--- config.mk ---
export PLATFORM = sky130hd
export DESIGN_NAME = lsb_stego_extractor_unit
export DESIGN_NICKNAME = d
export VERILOG_FILES = /design/src/sv/lse_pkg.sv /design/src/sv/lsb_stego_extractor_unit.sv /design/src/sv/lse_bit_gather.sv /design/src/sv/lse_frame_ctrl.sv
export SDC_FILE = /design/constraint.sdc
export NUM_CORES = 1
export LEC_CHECK = 0
export BUFFER_PORTS_ARGS = -buffer_cell sky130_fd_sc_hd__buf_2
export CORE_AREA = 2 2 102 153
export CTS_CLUSTER_DIAMETER = 120
export CTS_CLUSTER_SIZE = 20
export DETAILED_ROUTE_END_ITERATION = 8
export DIE_AREA = 0 0 104 155
export PLACE_DENSITY_LB_ADDON = 0.3
export SETUP_SLACK_MARGIN = 0.3
export SYNTH_ARGS = -nofsm -noshare
export SYNTH_HDL_FRONTEND = slang
export SYNTH_SLANG_ARGS = --single-unit
export TNS_END_PERCENT = 10
--- constraint.sdc ---
create_clock -name clk_i -period 6.9 [get_ports clk_i]
set_input_delay 0.345 -clock clk_i [delete_from_list [all_inputs] [get_ports clk_i]]
set_output_delay 0.345 -clock clk_i [all_outputs]
set_load 0.1 [all_outputs]
--- src/sv/lse_pkg.sv ---
// Shared types, codes and constants of the LSB stego extractor.
package lse_pkg;

  localparam int MAX_EXT_CHARS = 9;
  localparam int LENGTH_BYTES  = 4;

  localparam int EXT_CNT_W  = 4;
  localparam int LEN_W      = 31;
  localparam int CFG_ADDR_W = 2;
  localparam int CFG_DATA_W = 2;

  localparam logic [7:0] CARRIER_FF  = 8'hFF;
  localparam logic [7:0] CARRIER_FE  = 8'hFE;
  localparam logic [7:0] NIBBLE_MASK = 8'h0F;

  localparam logic [1:0] MODE_LSB1 = 2'd0;
  localparam logic [1:0] MODE_LSB4 = 2'd1;
  localparam logic [1:0] MODE_LSBE = 2'd2;

  localparam logic [CFG_ADDR_W-1:0] CFG_EMBED_MODE = 2'd0;
  localparam logic [CFG_ADDR_W-1:0] CFG_ENCRYPTED  = 2'd1;

  typedef enum logic [1:0] {
    KIND_PAYLOAD  = 2'd0,
    KIND_EXT      = 2'd1,
    KIND_LENGTH   = 2'd2,
    KIND_OVERFLOW = 2'd3
  } kind_e;

  typedef enum logic [3:0] {
    PH_HEADER  = 4'b0001,
    PH_PAYLOAD = 4'b0010,
    PH_EXT     = 4'b0100,
    PH_DONE    = 4'b1000
  } phase_e;

  typedef struct packed {
    logic       vld;
    logic [7:0] data;
  } hid_byte_t;

  typedef struct packed {
    logic             vld;
    logic [7:0]       byte_value;
    kind_e            kind;
    logic [LEN_W-1:0] payload_length;
    logic             last;
  } result_t;

endpackage

--- src/sv/lsb_stego_extractor_unit.sv ---
// Top level of the LSB stego extractor: input register, extraction logic, result register.
//
//  channel   | dir | handshake                    | payload
//  ----------+-----+------------------------------+----------------------------------------
//  s_axis    | in  | s_axis_tvalid/s_axis_tready  | tdata carrier_byte, tuser restart
//  m_axis    | out | m_axis_tvalid/m_axis_tready  | tdata byte_value,payload_length; tuser kind;
//            |     |                              | tlast last
//  cfg       | in  | cfg_valid_i/cfg_ready_o      | cfg_addr_i register index, cfg_data_i
//
//  One carrier word per cycle unless m_axis stalls; input and result are both registered.
//  The rate is set by the single state update between input and result register.
//  rst_ni resets the extraction state and clears embed_mode and encrypted_payload to zero.
//  A stalled m_axis holds the result register; the input register fills, then s_axis stalls.
//  Configuration writes are taken every cycle.
module lsb_stego_extractor_unit #(
  parameter int MaxExtChars = lse_pkg::MAX_EXT_CHARS,
  parameter int LengthBytes = lse_pkg::LENGTH_BYTES
) (
  input  logic                           clk_i,
  input  logic                           rst_ni,
  input  logic                           s_axis_tvalid,
  output logic                           s_axis_tready,
  input  logic [7:0]                     s_axis_tdata,  // [7:0] carrier_byte
  input  logic [0:0]                     s_axis_tuser,  // [0] restart
  output logic                           m_axis_tvalid,
  input  logic                           m_axis_tready,
  output logic [39:0]                    m_axis_tdata,  // [7:0] byte_value, [38:8] payload_length
  output logic [1:0]                     m_axis_tuser,  // [1:0] kind
  output logic                           m_axis_tlast,
  input  logic                           cfg_valid_i,
  output logic                           cfg_ready_o,
  input  logic [lse_pkg::CFG_ADDR_W-1:0] cfg_addr_i,
  input  logic [lse_pkg::CFG_DATA_W-1:0] cfg_data_i
);
  import lse_pkg::*;

  logic [1:0]       mode_q;
  logic             enc_q;
  logic             in_vld_q;
  logic [7:0]       in_byte_q;
  logic             in_rst_q;
  logic             adv;
  logic             active;
  hid_byte_t        hb;
  result_t          res;
  logic             out_vld_q;
  logic [7:0]       out_byte_q;
  kind_e            out_kind_q;
  logic [LEN_W-1:0] out_len_q;
  logic             out_last_q;

  assign cfg_ready_o   = 1'b1;

  always_ff @(posedge clk_i or negedge rst_ni) begin
    if (!rst_ni) begin
      mode_q <= MODE_LSB1;
      enc_q  <= 1'b0;
    end else if (cfg_valid_i && cfg_ready_o) begin
      case (cfg_addr_i)
        CFG_EMBED_MODE: mode_q <= cfg_data_i[1:0];
        CFG_ENCRYPTED:  enc_q  <= cfg_data_i[0];
        default: ;
      endcase
    end
  end

  assign adv           = in_vld_q && (!out_vld_q || m_axis_tready);
  assign s_axis_tready = !in_vld_q || adv;

  always_ff @(posedge clk_i or negedge rst_ni) begin
    if (!rst_ni) begin
      in_vld_q <= 1'b0;
    end else if (s_axis_tvalid && s_axis_tready) begin
      in_vld_q <= 1'b1;
    end else if (adv) begin
      in_vld_q <= 1'b0;
    end
  end

  always_ff @(posedge clk_i) begin
    if (s_axis_tvalid && s_axis_tready) begin
      in_byte_q <= s_axis_tdata;
      in_rst_q  <= s_axis_tuser[0];
    end
  end

  lse_bit_gather u_gather (
    .clk_i     (clk_i),
    .rst_ni    (rst_ni),
    .step_i    (adv && active),
    .clear_i   (adv && in_rst_q),
    .mode_i    (mode_q),
    .carrier_i (in_byte_q),
    .hb_o      (hb)
  );

  lse_frame_ctrl #(
    .MaxExtChars (MaxExtChars),
    .LengthBytes (LengthBytes)
  ) u_frame (
    .clk_i     (clk_i),
    .rst_ni    (rst_ni),
    .adv_i     (adv),
    .restart_i (in_rst_q),
    .enc_i     (enc_q),
    .hb_i      (hb),
    .active_o  (active),
    .res_o     (res)
  );

  always_ff @(posedge clk_i or negedge rst_ni) begin
    if (!rst_ni) begin
      out_vld_q <= 1'b0;
    end else if (adv) begin
      out_vld_q <= res.vld;
    end else if (m_axis_tready) begin
      out_vld_q <= 1'b0;
    end
  end

  always_ff @(posedge clk_i) begin
    if (adv && res.vld) begin
      out_byte_q <= res.byte_value;
      out_kind_q <= res.kind;
      out_len_q  <= res.payload_length;
      out_last_q <= res.last;
    end
  end

  assign m_axis_tvalid = out_vld_q;
  assign m_axis_tdata  = {1'b0, out_len_q, out_byte_q};
  assign m_axis_tuser  = out_kind_q;
  assign m_axis_tlast  = out_last_q;

  a_overflow_last: assert property (@(posedge clk_i) disable iff (!rst_ni)
    m_axis_tvalid && m_axis_tuser == KIND_OVERFLOW |-> m_axis_tlast)
    else $error("overflow result without tlast");

  a_len_only_report: assert property (@(posedge clk_i) disable iff (!rst_ni)
    m_axis_tvalid && m_axis_tuser != KIND_LENGTH |-> m_axis_tdata[38:8] == '0)
    else $error("payload_length set outside a length report");

  a_len_byte_zero: assert property (@(posedge clk_i) disable iff (!rst_ni)
    m_axis_tvalid && (m_axis_tuser == KIND_LENGTH || m_axis_tuser == KIND_OVERFLOW)
    |-> m_axis_tdata[7:0] == 8'd0)
    else $error("byte_value set on a report word");

  a_hold_input: assert property (@(posedge clk_i) disable iff (!rst_ni)
    in_vld_q && out_vld_q && !m_axis_tready |=> in_vld_q && $stable(in_byte_q))
    else $error("input word lost during output stall");

endmodule

--- src/sv/lse_bit_gather.sv ---
// Hidden-bit collector: shifts carrier bits into bytes per embed mode.
module lse_bit_gather (
  input  logic               clk_i,
  input  logic               rst_ni,
  input  logic               step_i,
  input  logic               clear_i,
  input  logic [1:0]         mode_i,
  input  logic [7:0]         carrier_i,
  output lse_pkg::hid_byte_t hb_o
);
  import lse_pkg::*;

  logic [7:0] acc_q, acc_d, acc_b, nib;
  logic [3:0] cnt_q, cnt_d, cnt_b;

  always_comb begin
    acc_b = clear_i ? 8'd0 : acc_q;
    cnt_b = clear_i ? 4'd0 : cnt_q;
    acc_d = acc_b;
    cnt_d = cnt_b;
    nib   = carrier_i & NIBBLE_MASK;
    hb_o  = '0;
    if (step_i) begin
      case (mode_i)
        MODE_LSB4: begin
          acc_d = {acc_b[3:0], nib[3:0]};
          cnt_d = cnt_b + 4'd4;
        end
        MODE_LSBE: begin
          if (carrier_i == CARRIER_FF || carrier_i == CARRIER_FE) begin
            acc_d = {acc_b[6:0], carrier_i[0]};
            cnt_d = cnt_b + 4'd1;
          end
        end
        default: begin
          acc_d = {acc_b[6:0], carrier_i[0]};
          cnt_d = cnt_b + 4'd1;
        end
      endcase
      if (cnt_d >= 4'd8) begin
        hb_o.vld  = 1'b1;
        hb_o.data = acc_d;
        acc_d     = 8'd0;
        cnt_d     = 4'd0;
      end
    end
  end

  always_ff @(posedge clk_i or negedge rst_ni) begin
    if (!rst_ni) begin
      acc_q <= 8'd0;
      cnt_q <= 4'd0;
    end else if (step_i || clear_i) begin
      acc_q <= acc_d;
      cnt_q <= cnt_d;
    end
  end

endmodule

--- src/sv/lse_frame_ctrl.sv ---
// Message framing: length header, payload count, extension and end of message.
module lse_frame_ctrl #(
  parameter int MaxExtChars = lse_pkg::MAX_EXT_CHARS,
  parameter int LengthBytes = lse_pkg::LENGTH_BYTES
) (
  input  logic               clk_i,
  input  logic               rst_ni,
  input  logic               adv_i,
  input  logic               restart_i,
  input  logic               enc_i,
  input  lse_pkg::hid_byte_t hb_i,
  output logic               active_o,
  output lse_pkg::result_t   res_o
);
  import lse_pkg::*;

  phase_e                 phase_q, phase_d, phase_b;
  logic [31:0]            len_q, len_d, len_b, len_new, len_fix;
  logic [LEN_W-1:0]       cnt_q, cnt_d, cnt_b, cnt_inc;
  logic [EXT_CNT_W-1:0]   ext_q, ext_d, ext_b;

  always_comb begin
    phase_b  = restart_i ? PH_HEADER : phase_q;
    len_b    = restart_i ? 32'd0 : len_q;
    cnt_b    = restart_i ? '0 : cnt_q;
    ext_b    = restart_i ? '0 : ext_q;
    active_o = (phase_b != PH_DONE);
    phase_d  = phase_b;
    len_d    = len_b;
    cnt_d    = cnt_b;
    ext_d    = ext_b;
    cnt_inc  = cnt_b + LEN_W'(1);
    len_new  = {len_b[23:0], hb_i.data};
    len_fix  = len_new[31] ? 32'd0 : len_new;
    res_o    = '0;
    res_o.kind = KIND_PAYLOAD;
    if (hb_i.vld) begin
      case (phase_b)
        PH_HEADER: begin
          len_d = len_new;
          if (cnt_inc < LEN_W'(LengthBytes)) begin
            cnt_d = cnt_inc;
          end else begin
            len_d                = len_fix;
            cnt_d                = '0;
            res_o.vld            = 1'b1;
            res_o.kind           = KIND_LENGTH;
            res_o.payload_length = len_fix[LEN_W-1:0];
            if (len_fix != 32'd0) begin
              phase_d = PH_PAYLOAD;
            end else if (enc_i) begin
              phase_d    = PH_DONE;
              res_o.last = 1'b1;
            end else begin
              phase_d = PH_EXT;
            end
          end
        end
        PH_PAYLOAD: begin
          cnt_d            = cnt_inc;
          res_o.vld        = 1'b1;
          res_o.byte_value = hb_i.data;
          if (cnt_inc >= len_b[LEN_W-1:0]) begin
            phase_d    = enc_i ? PH_DONE : PH_EXT;
            res_o.last = enc_i;
          end
        end
        PH_EXT: begin
          res_o.vld = 1'b1;
          if (hb_i.data == 8'd0) begin
            phase_d    = PH_DONE;
            res_o.kind = KIND_EXT;
            res_o.last = 1'b1;
          end else if (ext_b >= EXT_CNT_W'(MaxExtChars)) begin
            phase_d    = PH_DONE;
            res_o.kind = KIND_OVERFLOW;
            res_o.last = 1'b1;
          end else begin
            ext_d            = ext_b + EXT_CNT_W'(1);
            res_o.kind       = KIND_EXT;
            res_o.byte_value = hb_i.data;
          end
        end
        default: ;
      endcase
    end
  end

  always_ff @(posedge clk_i or negedge rst_ni) begin
    if (!rst_ni) begin
      phase_q <= PH_HEADER;
      len_q   <= 32'd0;
      cnt_q   <= '0;
      ext_q   <= '0;
    end else if (adv_i) begin
      phase_q <= phase_d;
      len_q   <= len_d;
      cnt_q   <= cnt_d;
      ext_q   <= ext_d;
    end
  end

endmodule
==> flow_metrics.env <==
export IMPL_die_h_um=155
export IMPL_clockBufferDepth=2
export IMPL_antenna_left=0
export IMPL_p_per_area_nw_per_um2=234
export IMPL_crit_chain="buf_4 -> nand3b_1 -> or4_1 -> nor4_1 -> mux2_2 -> nand4b_1 -> or2_4 -> o31ai_4 -> nand2_2"
export IMPL_grt_pass1_wl_um=35400
export IMPL_syn_inst=844
export IMPL_hold_start="s_axis_tdata[3]"
export IMPL_final_util_pct=61.1
export IMPL_grt_total_usage_pct=28.3
export IMPL_leakage_nw=3.51
export IMPL_via_per_inst=6.25
export IMPL_synth_ff_type="dfrtp_1"
export IMPL_critPathSlowestCell="or4_1"
export IMPL_maxCapViolCount=0
export IMPL_fmax_mhz=194
export IMPL_cpPeakStageDelay_ns=0.84
export IMPL_worst_ir_drop_vdd_mv=0.233
export IMPL_seq_area_um2=3710
export IMPL_setup_viol=0
export IMPL_met3_usage_pct=4.73
export IMPL_area_growth_pct=13.2
export IMPL_holdPathEnd="in_byte_q[3]"
export IMPL_num_rows=55
export IMPL_synth_cell_types=78
export IMPL_path_max_fanout=42
export IMPL_syn_area_um2=8020
export IMPL_start_kind="flip-flop"
export IMPL_cp_required_ns=6.85
export IMPL_ys_seq_elements=138
export IMPL_tightest_slew_ns=0.988
export IMPL_synth_yosys_seq_area_share_pct=46.2
export IMPL_rr_startpoint="in_rst_q"
export IMPL_arrival_ns=5.10
export IMPL_crit_family="simple AND/OR/NAND/NOR gates"
export IMPL_drcViolationCount=0
export IMPL_rrSetupSlack_ns=1.75
export IMPL_dp_cells=1071
export IMPL_core_area_um2=14900
export IMPL_met1_usage_pct=30.5
export IMPL_overflow=0
export IMPL_fin_total_pwr_mw=2.12
export IMPL_numCtsBuffers=17
export IMPL_yosysTopAreaCellShare_pct=26.8
export IMPL_finalCritPeriodShare_pct=74.6
export IMPL_fill_cells=1307
export IMPL_io_pins=64
export IMPL_status="finished clean"
export IMPL_cts_resized=0
export IMPL_multi_input_area_um2=4010
export IMPL_r2r_end="out_len_q[26]"
export IMPL_drv_slew=0
export IMPL_die_w_um=104
export IMPL_die_area_um2=16100
export IMPL_hold_slack_ns=0.0892
export IMPL_htreeDepth=4
export IMPL_clockRootBuffer="clkbuf_16"
export IMPL_r2r_cells=9
export IMPL_ys_warn_count=0
export IMPL_met2_usage_pct=51.2
export IMPL_clk_pin_slew_worst_paths_ns=0.06
export IMPL_grt_max_degree=61
export IMPL_critPathKind="reg -> reg"
export IMPL_async_flop_share_pct=63.0
export IMPL_num_vias=6896
export IMPL_clk_latency_ns=0.43
export IMPL_drtPass1Iterations=5
export IMPL_cts_setup_buffers=0
export IMPL_wl_per_cell_um=20.0
export IMPL_num_antenna_cells=0
export IMPL_cp_end_kind="flip-flop"
export IMPL_nets=948
export IMPL_synth_fp_nets=900
export IMPL_fin_skew_ns=0.00609
export IMPL_slew_headroom_pct=33.9
export IMPL_cts_tree="built"
export IMPL_antenna_found_initial=0
export IMPL_wl_um=22100
export IMPL_instances_no_fill=1104
export IMPL_critPathBufInv=1
export IMPL_drive_gt1_share_pct=14.4
export IMPL_fin_crit_ns=5.15
export IMPL_hold_path_class="in -> reg"
export IMPL_top_usage_layer="met2"
export IMPL_port_buffers=61
export IMPL_yosys_area_top_type="dfrtp_1"
export IMPL_hold_viol_final=0
export IMPL_synth_avg_cell_area_um2=9.50
export IMPL_synth_edff_count=51
export IMPL_synth_area_leaders="dfrtp_1 (27%), edfxtp_1 (19%), ha_1 (5.9%)"
export IMPL_grt_setup_unrepaired="false"
export IMPL_finalSetupTns_ns=0
export IMPL_clock_sinks=138
export IMPL_grt_pass1_vias=6842
export IMPL_gp_congestion=1.02
export IMPL_dp_hpwl_um=16000
export IMPL_min_path_cells=1
export IMPL_first_iter_violations=533
export IMPL_start_util_pct=54.0
-- sequential cells by signal (all words and copies together), names as in the netlist --
register and flops:
out_byte_q 8, m_axis_tuser 2, u_gather.cnt_q 4, enc_q 1, out_len_q 31, m_axis_tvalid 1
u_frame.len_q 31, u_frame.ext_q 4, m_axis_tlast 1, u_frame.phase_q 4, in_rst_q 1, u_frame.cnt_q 31
u_gather.acc_q 8, in_vld_q 1, mode_q 2, in_byte_q 8
-- cells in the mapped netlist (all sizes together), types with 11 or more instances --
cell type  count
nand2        118
dfrtp         86
nor2          80
o21ai         66
edfxtp        51
ha            38
a21oi         37
nand3         28
inv           25
buf           22
nand4         22
a22o          21
clkbuf        19
nor3          19
nor2b         16
nor4          15
xnor2         15
a21o          11
or4           11
-- through the flow --
stage	area [um2]	setup WS, ns
6_report	9080	1.75
5_1_grt	9080	1.32
4_1_cts	9080	1.79
3_5_place_dp	8430	1.83
3_3_place_gp	8430	1.95
2_1_floorplan	8020	1.53
-- how the worst max path moves through the flow --
stage                     startpoint            endpoint  slack, ns  cells after the start
after global placement      in_rst_q       out_len_q[28]       1.95                      9
after CTS                   in_rst_q       out_len_q[27]       1.79                      9
after detailed placement    in_rst_q       out_len_q[28]       1.83                      9
final                       in_rst_q       out_len_q[26]       1.75                      9
after global routing        in_rst_q  u_frame.phase_q[1]       1.32                     16
after floorplan             in_rst_q        m_axis_tlast       1.53                     17
-- final cells by class --
cell class,instances,area share [%]
Inverter,25,1.03
Multi-Input combinational cell,640,44.1
Clock buffer,18,4.73
Timing Repair Buffer,70,4.16
Tap cell,199,2.74
Sequential cell,138,40.9
Clock inverter,14,2.32
-- cells by family (layout without fill, tap and decap cells) --
logic type / after synthesis / after routing / share of synthesized area, %
AND/OR/NAND/NOR: 364 / 364 / 23.4
AO/OA/AOI/OAI: 210 / 210 / 17.5
flip-flops: 138 / 138 / 46.2
buffers and inverters: 66 / 127 / 3.92
adder cells (fa/ha/maj): 38 / 38 / 5.93
XOR/XNOR: 22 / 22 / 2.40
multiplexers: 4 / 4 / 0.530
other: 2 / 2 / 0.0936
-- where the power goes --
part	internal (mW)	switching, mW
logic	0.0693	0.153
registers	0.877	0.0276
clock network	0.616	0.381
-- worst register-to-register path, cell delays in order, from the launching register on --
cell and delay [ns]:
edfxtp_1 0.38, buf_4 0.26, nand3b_1 0.65, or4_1 0.84
nor4_1 0.34, mux2_2 0.40, nand4b_1 0.20, or2_4 0.29
o31ai_4 0.56, nand2_2 0.70
-- layer usage --
layer | vias up | routed length [um]
met5 | - | 0
met4 | 0 | 1350
met3 | 86 | 907
met2 | 265 | 11700
met1 | 3325 | 8110
li1 | 3220 | -
-- cells in the final DEF, fill, tap and decap left out, types with 5 or more instances in the layout --
cell / synthesis / routed
inv_6: 0 / 5
o22ai_1: 7 / 7
nor3_1: 18 / 18
o21a_1: 8 / 8
nor2_1: 71 / 71
nand3_1: 26 / 26
or4_1: 11 / 11
edfxtp_1: 51 / 51
xnor2_1: 15 / 15
nor2_2: 8 / 8
o211ai_1: 6 / 6
inv_1: 25 / 25
a31oi_1: 5 / 5
nand2_1: 118 / 117
o31ai_1: 6 / 6
dfrtp_1: 86 / 86
a21oi_1: 37 / 37
a22o_1: 21 / 21
clkbuf_16: 0 / 17
nor4_1: 14 / 14
and3_1: 6 / 6
a32o_1: 5 / 5
nand4_1: 21 / 21
xor2_1: 7 / 7
buf_4: 3 / 9
nand4b_1: 6 / 6
buf_2: 12 / 60
nor2b_1: 16 / 16
or3_1: 6 / 6
nand3b_1: 5 / 5
or2_2: 5 / 5
and2_1: 6 / 6
nand2b_1: 8 / 8
o21ai_0: 63 / 62
a21o_1: 11 / 11
ha_1: 38 / 38
-- timing repair --
item,CTS,global route
hold buffers,1,0
endpoints found under the setup margin,0,0
endpoints found under the hold margin,27,0
No activity file was read; power rests on OpenSTA's default activity.
